===== src/rtl/core/awm_pkg.sv =====
// awm_pkg: request codes, letter width and shared structs of the anagram window matcher
// no dependencies
`timescale 1ns / 1ps
`default_nettype none

package awm_pkg;

	localparam int REQ_W    = 2;
	localparam int LETTER_W = 5;

	localparam logic [REQ_W-1:0] REQ_CLEAR   = 2'd0;
	localparam logic [REQ_W-1:0] REQ_PATTERN = 2'd1;
	localparam logic [REQ_W-1:0] REQ_TEXT    = 2'd2;

	typedef struct packed {
		logic window_match;
		logic found_any;
		logic pattern_overflow;
	} awm_res_t;

	typedef struct packed {
		logic                clear_all;
		logic                clear_win;
		logic                pat_add;
		logic                txt_add;
		logic                txt_evict;
		logic [LETTER_W-1:0] letter;
		logic [LETTER_W-1:0] old;
	} awm_cnt_ctl_t;

endpackage

`default_nettype wire


===== src/rtl/core/awm_req_if.sv =====
// awm_req_if: request channel, valid/ready with req_type and letter
// depends on awm_pkg
`timescale 1ns / 1ps
`default_nettype none

interface awm_req_if;
	logic                           valid;
	logic                           ready;
	logic [awm_pkg::REQ_W-1:0]      req_type;
	logic [awm_pkg::LETTER_W-1:0]   letter;

	modport source (output valid, output req_type, output letter, input ready);
	modport sink (input valid, input req_type, input letter, output ready);
endinterface

`default_nettype wire


===== src/rtl/core/awm_res_if.sv =====
// awm_res_if: result channel, valid/ready with match and flag bits
// depends on nothing
`timescale 1ns / 1ps
`default_nettype none

interface awm_res_if;
	logic valid;
	logic ready;
	logic window_match;
	logic found_any;
	logic pattern_overflow;

	modport source (output valid, output window_match, output found_any,
		output pattern_overflow, input ready);
	modport sink (input valid, input window_match, input found_any,
		input pattern_overflow, output ready);
endinterface

`default_nettype wire


===== src/rtl/core/anagram_window_matcher.sv =====
// anagram_window_matcher: the result of an item is registered in the output buffer as it is
// accepted; throughput 1 item per cycle while the skid entry is free, set by the update of the
// per-letter count cells and the shift of the window chain. The skid entry lets an
// item in while a result waits. Reset clears counts, length, flags and handshake
// state at once; the window chain holds no reset value and is only read once filled.
// depends on awm_pkg, awm_req_if, awm_res_if, awm_ring_cell, awm_count_cell, awm_out_buf
`timescale 1ns / 1ps
`default_nettype none

module anagram_window_matcher #(
	parameter int MAX_LEN  = 64,
	parameter int ALPHABET = 26
) (
	input  wire logic  clk,
	input  wire logic  arst_n,
	awm_req_if.sink    request,
	awm_res_if.source  result
);
	import awm_pkg::*;

	localparam int LW = $clog2(MAX_LEN + 1);

	logic [LW-1:0]       plen_q;
	logic [LW-1:0]       seen_q;
	logic [LW-1:0]       entry_q;
	logic                found_q;
	logic                ovf_q;

	logic                acc;
	logic                letter_ok;
	logic                is_clr;
	logic                is_pat;
	logic                is_txt;
	logic                plen_zero;
	logic                plen_max;
	logic                full;
	logic                txt_store;
	logic                evict;
	logic                match;
	logic                can_push;
	logic [ALPHABET-1:0] eq_vec;
	logic [LETTER_W-1:0] ring_data [MAX_LEN];
	awm_cnt_ctl_t        ctl;
	awm_res_t            res_d;
	awm_res_t            res_q;

	assign acc       = request.valid && request.ready;
	assign letter_ok = (32'(request.letter) < ALPHABET);
	assign is_clr    = acc && (request.req_type == REQ_CLEAR);
	assign is_pat    = acc && (request.req_type == REQ_PATTERN) && letter_ok;
	assign is_txt    = acc && (request.req_type == REQ_TEXT) && letter_ok;
	assign plen_zero = (plen_q == '0);
	assign plen_max  = (plen_q == LW'(MAX_LEN));
	assign full      = (seen_q == plen_q);
	assign txt_store = is_txt && !plen_zero;
	assign evict     = txt_store && full;
	assign match     = is_txt && (plen_zero || (&eq_vec));

	always_comb begin
		ctl.clear_all = is_clr;
		ctl.clear_win = is_pat;
		ctl.pat_add   = is_pat && !plen_max;
		ctl.txt_add   = txt_store;
		ctl.txt_evict = evict;
		ctl.letter    = request.letter;
		ctl.old       = ring_data[MAX_LEN-1];
	end

	// window chain: letters enter at MAX_LEN - pattern length, the oldest sits at the end
	for (genvar i = 0; i < MAX_LEN; i++) begin : g_ring
		awm_ring_cell #(
			.IDX (i),
			.LW  (LW)
		) u_cell (
			.clk        (clk),
			.shift      (txt_store),
			.entry      (entry_q),
			.new_letter (request.letter),
			.left       ((i == 0) ? request.letter : ring_data[(i == 0) ? 0 : i-1]),
			.data       (ring_data[i])
		);
	end

	for (genvar k = 0; k < ALPHABET; k++) begin : g_cnt
		awm_count_cell #(
			.IDX (k),
			.CW  (LW)
		) u_cell (
			.clk    (clk),
			.arst_n (arst_n),
			.ctl    (ctl),
			.eq     (eq_vec[k])
		);
	end

	always_ff @(posedge clk or negedge arst_n) begin
		if (!arst_n) begin
			plen_q  <= '0;
			seen_q  <= '0;
			entry_q <= LW'(MAX_LEN);
			found_q <= 1'b0;
			ovf_q   <= 1'b0;
		end else if (is_clr) begin
			plen_q  <= '0;
			seen_q  <= '0;
			entry_q <= LW'(MAX_LEN);
			found_q <= 1'b0;
			ovf_q   <= 1'b0;
		end else if (is_pat) begin
			seen_q <= '0;
			if (plen_max) begin
				ovf_q <= 1'b1;
			end else begin
				plen_q  <= plen_q + LW'(1);
				entry_q <= entry_q - LW'(1);
			end
		end else if (is_txt) begin
			if (txt_store && !full) begin
				seen_q <= seen_q + LW'(1);
			end
			if (match) begin
				found_q <= 1'b1;
			end
		end
	end

	always_comb begin
		res_d.window_match     = match;
		res_d.found_any        = !is_clr && (found_q || match);
		res_d.pattern_overflow = !is_clr && (ovf_q || (is_pat && plen_max));
	end

	awm_out_buf u_out (
		.clk       (clk),
		.arst_n    (arst_n),
		.push      (acc),
		.push_data (res_d),
		.can_push  (can_push),
		.out_valid (result.valid),
		.out_ready (result.ready),
		.out_data  (res_q)
	);

	assign request.ready           = can_push;
	assign result.window_match     = res_q.window_match;
	assign result.found_any        = res_q.found_any;
	assign result.pattern_overflow = res_q.pattern_overflow;

endmodule

`default_nettype wire


===== src/rtl/core/awm_ring_cell.sv =====
// awm_ring_cell: one stage of the text window shift chain
// depends on awm_pkg
`timescale 1ns / 1ps
`default_nettype none

module awm_ring_cell #(
	parameter int IDX = 0,
	parameter int LW  = 7
) (
	input  wire logic                         clk,
	input  wire logic                         shift,
	input  wire logic [LW-1:0]                entry,
	input  wire logic [awm_pkg::LETTER_W-1:0] new_letter,
	input  wire logic [awm_pkg::LETTER_W-1:0] left,
	output logic      [awm_pkg::LETTER_W-1:0] data
);
	import awm_pkg::*;

	logic [LETTER_W-1:0] data_q;

	// the entry cell takes the new letter, the others take their left neighbor
	always_ff @(posedge clk) begin
		if (shift) begin
			data_q <= (entry == LW'(IDX)) ? new_letter : left;
		end
	end

	assign data = data_q;

endmodule

`default_nettype wire


===== src/rtl/core/awm_count_cell.sv =====
// awm_count_cell: pattern and window count of one letter, with next-state compare
// depends on awm_pkg
`timescale 1ns / 1ps
`default_nettype none

module awm_count_cell #(
	parameter int IDX = 0,
	parameter int CW  = 7
) (
	input  wire logic                  clk,
	input  wire logic                  arst_n,
	input  wire awm_pkg::awm_cnt_ctl_t ctl,
	output logic                       eq
);
	import awm_pkg::*;

	logic [CW-1:0] pat_q;
	logic [CW-1:0] win_q;
	logic [CW-1:0] pat_d;
	logic [CW-1:0] win_d;
	logic          hit_new;
	logic          hit_old;
	logic          inc;
	logic          dec;

	assign hit_new = (32'(ctl.letter) == IDX);
	assign hit_old = (32'(ctl.old) == IDX);
	assign inc     = ctl.txt_add && hit_new;
	assign dec     = ctl.txt_evict && hit_old && (win_q != '0);

	always_comb begin
		if (ctl.clear_all) begin
			pat_d = '0;
		end else if (ctl.pat_add && hit_new) begin
			pat_d = pat_q + CW'(1);
		end else begin
			pat_d = pat_q;
		end
		if (ctl.clear_all || ctl.clear_win) begin
			win_d = '0;
		end else begin
			win_d = win_q + CW'(inc) - CW'(dec);
		end
	end

	always_ff @(posedge clk or negedge arst_n) begin
		if (!arst_n) begin
			pat_q <= '0;
			win_q <= '0;
		end else begin
			pat_q <= pat_d;
			win_q <= win_d;
		end
	end

	assign eq = (pat_d == win_d);

endmodule

`default_nettype wire


===== src/rtl/core/awm_out_buf.sv =====
// awm_out_buf: output register with skid entry for result items
// depends on awm_pkg
`timescale 1ns / 1ps
`default_nettype none

module awm_out_buf (
	input  wire logic              clk,
	input  wire logic              arst_n,
	input  wire logic              push,
	input  wire awm_pkg::awm_res_t push_data,
	output logic                   can_push,
	output logic                   out_valid,
	input  wire logic              out_ready,
	output awm_pkg::awm_res_t      out_data
);
	import awm_pkg::*;

	logic     main_v_q;
	logic     skid_v_q;
	awm_res_t main_q;
	awm_res_t skid_q;
	logic     pop;

	assign pop = main_v_q && out_ready;

	always_ff @(posedge clk or negedge arst_n) begin
		if (!arst_n) begin
			main_v_q <= 1'b0;
			skid_v_q <= 1'b0;
		end else if (pop) begin
			if (skid_v_q) begin
				skid_v_q <= 1'b0;
			end else if (!push) begin
				main_v_q <= 1'b0;
			end
		end else if (push) begin
			if (!main_v_q) begin
				main_v_q <= 1'b1;
			end else begin
				skid_v_q <= 1'b1;
			end
		end
	end

	always_ff @(posedge clk) begin
		if (pop) begin
			if (skid_v_q) begin
				main_q <= skid_q;
			end else if (push) begin
				main_q <= push_data;
			end
		end else if (push) begin
			if (!main_v_q) begin
				main_q <= push_data;
			end else begin
				skid_q <= push_data;
			end
		end
	end

	assign can_push  = !skid_v_q;
	assign out_valid = main_v_q;
	assign out_data  = main_q;

endmodule

`default_nettype wire

===== src/flat_wrapper.sv =====
// flat-port wrapper written by rule: the top's interface ports become plain ports
module anagram_window_matcher_flat import awm_pkg::*;
#(
	parameter int MAX_LEN  = 64,
	parameter int ALPHABET = 26
)
  (clk, arst_n, request_valid, request_req_type, request_letter, request_ready, result_valid, result_window_match, result_found_any, result_pattern_overflow, result_ready);
  awm_req_if request_i ();
  awm_res_if result_i ();
  input  wire logic clk;
  input  wire logic arst_n;
  input wire logic [$bits(request_i.valid)-1:0] request_valid;
  input wire logic [$bits(request_i.req_type)-1:0] request_req_type;
  input wire logic [$bits(request_i.letter)-1:0] request_letter;
  output wire logic [$bits(request_i.ready)-1:0] request_ready;
  output wire logic [$bits(result_i.valid)-1:0] result_valid;
  output wire logic [$bits(result_i.window_match)-1:0] result_window_match;
  output wire logic [$bits(result_i.found_any)-1:0] result_found_any;
  output wire logic [$bits(result_i.pattern_overflow)-1:0] result_pattern_overflow;
  input wire logic [$bits(result_i.ready)-1:0] result_ready;
  assign request_i.valid = request_valid;
  assign request_i.req_type = request_req_type;
  assign request_i.letter = request_letter;
  assign request_ready = request_i.ready;
  assign result_valid = result_i.valid;
  assign result_window_match = result_i.window_match;
  assign result_found_any = result_i.found_any;
  assign result_pattern_overflow = result_i.pattern_overflow;
  assign result_i.ready = result_ready;
  anagram_window_matcher #(.MAX_LEN(MAX_LEN), .ALPHABET(ALPHABET)) u_core (.clk(clk), .arst_n(arst_n), .request(request_i), .result(result_i));
endmodule

===== config.mk =====
export PLATFORM = sky130hd
export DESIGN_NAME = anagram_window_matcher_flat
export DESIGN_NICKNAME = d
export VERILOG_FILES = /design/src/rtl/core/awm_pkg.sv /design/src/rtl/core/awm_req_if.sv /design/src/rtl/core/awm_res_if.sv /design/src/rtl/core/anagram_window_matcher.sv /design/src/rtl/core/awm_ring_cell.sv /design/src/rtl/core/awm_count_cell.sv /design/src/rtl/core/awm_out_buf.sv /design/src/flat_wrapper.sv
export SDC_FILE = /design/constraint.sdc
export NUM_CORES = 2
export LEC_CHECK = 0
export BUFFER_PORTS_ARGS = -buffer_cell sky130_fd_sc_hd__buf_2
export CAP_MARGIN = 20
export CORE_MARGIN = 2
export CORE_UTILIZATION = 47
export DETAILED_ROUTE_END_ITERATION = 8
export PLACE_DENSITY = 0.7
export SYNTH_ARGS = -nofsm -noshare
export SYNTH_HDL_FRONTEND = slang
export SYNTH_SLANG_ARGS = --single-unit

===== constraint.sdc =====
create_clock -name clk -period 18.3 [get_ports clk]
set_clock_uncertainty 0.15 [all_clocks]
set_input_delay 1.83 -clock clk [delete_from_list [all_inputs] [get_ports clk]]
set_output_delay 1.83 -clock clk [all_outputs]
set_load 0.05 [all_outputs]

==> impl_metrics.prom <==
# TYPE chip_impl_metric gauge
chip_impl_info{name="status",value="completed"} 1
chip_impl_metric{name="dr.pass1.iters",unit=""} 8
chip_impl_metric{name="cts_htree_levels",unit=""} 3
chip_impl_metric{name="ys_async_sr_fraction",unit="%"} 54.4
chip_impl_metric{name="drv.max_cap_violation_count",unit=""} 0
chip_impl_metric{name="syn-mean-instance-area",unit="µm²"} 10.8
chip_impl_metric{name="critical_path_arrival",unit="ps"} 9270
chip_impl_metric{name="detail_route.drc_violations",unit=""} 0
chip_impl_info{name="synthTopCellsByArea",value="edfxtp_1 (23%), dfrtp_1 (23%), mux2_2 (8.5%)"} 1
chip_impl_info{name="type_of_element_launching_the_critical_path",value="input port"} 1
chip_impl_metric{name="area_delta_synth_final",unit="%"} 9.69
chip_impl_metric{name="detailed_place_hpwl",unit="mm"} 90.2
chip_impl_metric{name="cts_hold_buffers",unit=""} 0
chip_impl_metric{name="clock_tree.buffer_depth",unit=""} 3
chip_impl_metric{name="max_clk_rate",unit="MHz"} 112
chip_impl_metric{name="wire_length_of_the_first_global_routing_pass",unit="mm"} 189
chip_impl_metric{name="final_design_area_no_fill",unit="mm²"} 0.0458
chip_impl_metric{name="clk_latency",unit="ps"} 660
chip_impl_metric{name="wl_per_cell",unit="µm"} 24.6
chip_impl_metric{name="total_power",unit="W"} 0.00671
chip_impl_metric{name="initial_core_utilization",unit="%"} 47.4
chip_impl_metric{name="grt_use_met3",unit="%"} 6.81
chip_impl_info{name="holdCritPathClass",value="flop to flop"} 1
chip_impl_metric{name="floorplan.die.height",unit="µm"} 302
chip_impl_metric{name="finish.net_count",unit=""} 4191
chip_impl_metric{name="area_used_by_multi_input_combinational_logic",unit="mm²"} 0.0206
chip_impl_metric{name="drive_gt1_share",unit="%"} 14.0
chip_impl_metric{name="rrSetupSlack",unit="ps"} 10490
chip_impl_metric{name="post_cts_setup_repair_buffer_count",unit=""} 0
chip_impl_metric{name="portBuffers",unit=""} 15
chip_impl_metric{name="detailedRoute.firstIterationViolations",unit=""} 3766
chip_impl_metric{name="yosys.cell_types.count",unit=""} 101
chip_impl_metric{name="p_per_cell_area",unit="mW/mm²"} 146
chip_impl_metric{name="timing_max_transition_violations_final",unit=""} 0
chip_impl_info{name="synth_most_common_cell",value="nor2_1"} 1
chip_impl_metric{name="setup_violations",unit=""} 0
chip_impl_metric{name="worstMarginPinSlew",unit="ps"} 1210
chip_impl_metric{name="grt_use_total",unit="%"} 27.6
chip_impl_metric{name="use_met1",unit="%"} 39.5
chip_impl_metric{name="fp.dieArea",unit="mm²"} 0.0913
chip_impl_info{name="rsz_0062_raised_after_global_routing",value="false"} 1
chip_impl_metric{name="mappedNetlistArea",unit="mm²"} 0.0418
chip_impl_metric{name="num-fill-cells",unit=""} 7743
chip_impl_metric{name="drt.antenna.violating_nets",unit=""} 0
chip_impl_metric{name="design.portCount",unit=""} 16
chip_impl_metric{name="finalHoldViolCount",unit=""} 0
chip_impl_metric{name="die_width",unit="µm"} 302
chip_impl_metric{name="synth_enable_flop_cells",unit=""} 326
chip_impl_metric{name="number_of_antenna_violations_at_the_first_check_in_global_routing",unit=""} 5
chip_impl_metric{name="worst_ir_drop_vdd",unit="mV"} 0.127
chip_impl_metric{name="synthDominantCellAreaShare",unit="%"} 23.4
chip_impl_metric{name="total_leakage_power",unit="nW"} 18.7
chip_impl_metric{name="path_clk_slew",unit="ps"} 60
chip_impl_metric{name="synthesis.yosys.warnings",unit=""} 0
chip_impl_metric{name="globalRoute.totalOverflow",unit=""} 0
chip_impl_metric{name="worstRegToRegCells",unit=""} 23
chip_impl_metric{name="finalSetupTns",unit="ps"} 0
chip_impl_metric{name="rows",unit=""} 109
chip_impl_metric{name="clock_sinks",unit=""} 715
chip_impl_info{name="worst_setup_path_end_kind",value="flop"} 1
chip_impl_info{name="worstSetupPathType",value="input port to flop"} 1
chip_impl_info{name="buffer_cell_driving_the_clock_tree_root",value="clkbuf_16"} 1
chip_impl_info{name="cp_slowest_cell",value="a2111oi_0"} 1
chip_impl_info{name="grt-busiest-layer",value="met1"} 1
chip_impl_metric{name="postCtsResizedCells",unit=""} 0
chip_impl_metric{name="layout.area.seq",unit="mm²"} 0.0195
chip_impl_metric{name="vias",unit=""} 31000
chip_impl_metric{name="critical_path.max_fanout",unit=""} 76
chip_impl_metric{name="cp.required",unit="ps"} 18640
chip_impl_info{name="cts_tree",value="built"} 1
chip_impl_metric{name="drt-vias-per-instance",unit=""} 6.05
chip_impl_metric{name="mapped_cells",unit=""} 3883
chip_impl_info{name="library_cell_with_the_largest_summed_area_after_synthesis",value="edfxtp_1"} 1
chip_impl_metric{name="cts_made_buffers",unit=""} 78
chip_impl_metric{name="wl_final",unit="mm"} 126
chip_impl_metric{name="critical_path.max_stage_delay",unit="ps"} 760
chip_impl_metric{name="dpl_cell_area",unit="mm²"} 0.0432
chip_impl_metric{name="min_path_cells",unit=""} 1
chip_impl_metric{name="grt_pass1_vias",unit=""} 29600
chip_impl_metric{name="timing.slew.headroom",unit="%"} 18.8
chip_impl_info{name="primary_ff_master_synth",value="dfrtp_1"} 1
chip_impl_metric{name="fin_crit_sh",unit="%"} 48.8
chip_impl_metric{name="synthesis.nets",unit=""} 4189
chip_impl_metric{name="grt_start_max_net_pins",unit=""} 206
chip_impl_metric{name="grt.met2_usage",unit="%"} 39.3
chip_impl_info{name="synthTopCellsByCount",value="nor2_1 (404), dfrtp_1 (388), edfxtp_1 (326)"} 1
chip_impl_metric{name="synth.yosys.seq_area_share",unit="%"} 46.7
chip_impl_metric{name="finalWeightedCongestion",unit=""} 1.09
chip_impl_metric{name="yosys_register_bits",unit=""} 715
chip_impl_metric{name="floorplan.core_area",unit="mm²"} 0.0882
chip_impl_metric{name="min_period",unit="ps"} 8930
[critical path, delay by kind of cell]
| family | cells | cell delay (ps) |
|---|---|---|
| AND/OR/NAND/NOR | 10 | 3370 |
| AO/OA/AOI/OAI | 6 | 2310 |
| adder cells (fa/ha/maj) | 3 | 820 |
| buffers and inverters | 5 | 770 |
| XOR/XNOR | 1 | 80 |
[kinds of logic after synthesis]
logic type	share of synthesized area [%]
simple gates	15.1
mux	9.40
compound gates	8.37
flops	46.7
buf+inv	4.20
fa+ha+maj	9.30
xor+xnor	6.93
[per-stage QoR]
stage / utilization [%] / cells / hold slack (ps) / setup slack (ps)
2_1_floorplan: - / 3883 / 311 / 2370
3_3_place_gp: 49.0 / 4970 / 331 / 9030
3_5_place_dp: 49.0 / 4970 / 344 / 8940
4_1_cts: 51.9 / 5111 / 363 / 9600
5_1_grt: 51.9 / 5111 / 380 / 9070
6_report: 51.9 / 5118 / 357 / 9370
[cell type report]
type | count | share of cell area, %
timing repair buffer | 68 | 1.15
clock inverter | 35 | 0.997
antenna | 7 | 0.0382
clock buffer | 106 | 4.68
inverter | 301 | 2.47
tap | 1165 | 3.18
sequential | 715 | 42.6
multi-input combinational | 2721 | 44.9
[where the power goes]
| group | total (W) | internal [W] | switching, W |
|---|---|---|---|
| logic | 0.00305 | 0.00110 | 0.00195 |
| clock network | 0.00161 | 0.000908 | 0.000702 |
| registers | 0.00205 | 0.00191 | 0.000139 |
| total | 0.00671 | 0.00392 | 0.00279 |
[flip-flops by register name (all words and copies together), names as in the netlist]
register / count
u_core.u_out.out_data: 3
u_core.plen_q: 7
u_core.u_out.skid_q: 3
u_core.u_out.out_valid: 1
u_core.seen_q: 7
u_core.g_cnt.u_cell.pat_q: 182
u_core.entry_q: 7
u_core.g_cnt.u_cell.win_q: 182
u_core.found_q: 1
u_core.ovf_q: 1
u_core.g_ring.u_cell.data: 320
u_core.u_out.skid_v_q: 1
[per-layer routing]
metal  part of all wire, %  vias up
li1                      -    13800
met1                    43    15300
met2                    41     1543
met3                    11      363
met4                   5.2        4
met5                 0.023        -
[final timing paths]
check                                                              to                                       start
setup / recovery                     u_core.u_out.skid_q[1]$_DFFE_PP_                           request_letter[2]
hold / removal             u_core.g_cnt[11].u_cell.pat_q[6]$_DFF_PN0_  u_core.g_cnt[11].u_cell.pat_q[6]$_DFF_PN0_
setup reg to reg                     u_core.u_out.skid_q[1]$_DFFE_PP_           u_core.u_out.skid_v_q$_DFFE_PN0P_
hold reg to reg            u_core.g_cnt[11].u_cell.pat_q[6]$_DFF_PN0_  u_core.g_cnt[11].u_cell.pat_q[6]$_DFF_PN0_
max in group asynchronous   u_core.g_cnt[6].u_cell.pat_q[6]$_DFF_PN0_                                      arst_n
min in group asynchronous  u_core.g_cnt[22].u_cell.win_q[4]$_DFF_PN0_                                      arst_n
[cells in the final DEF (no fill, tap or decap), types with 27 or more instances in the layout]
cell type,instances
inv_1,301
nor4_1,46
nor2b_1,47
xnor2_1,192
nand4_1,61
mux2_2,316
nor3_1,89
xor2_1,127
and2_1,50
o21ai_0,78
nand2_1,213
edfxtp_1,326
ha_1,269
a21oi_1,115
a211oi_1,45
o22ai_1,29
nor2_1,402
and3_1,34
dfrtp_1,388
or3_1,27
nand3_1,102
mux2i_1,37
buf_4,52
nand2b_1,55
clkbuf_16,78
Power figures use the tool's default switching activity.
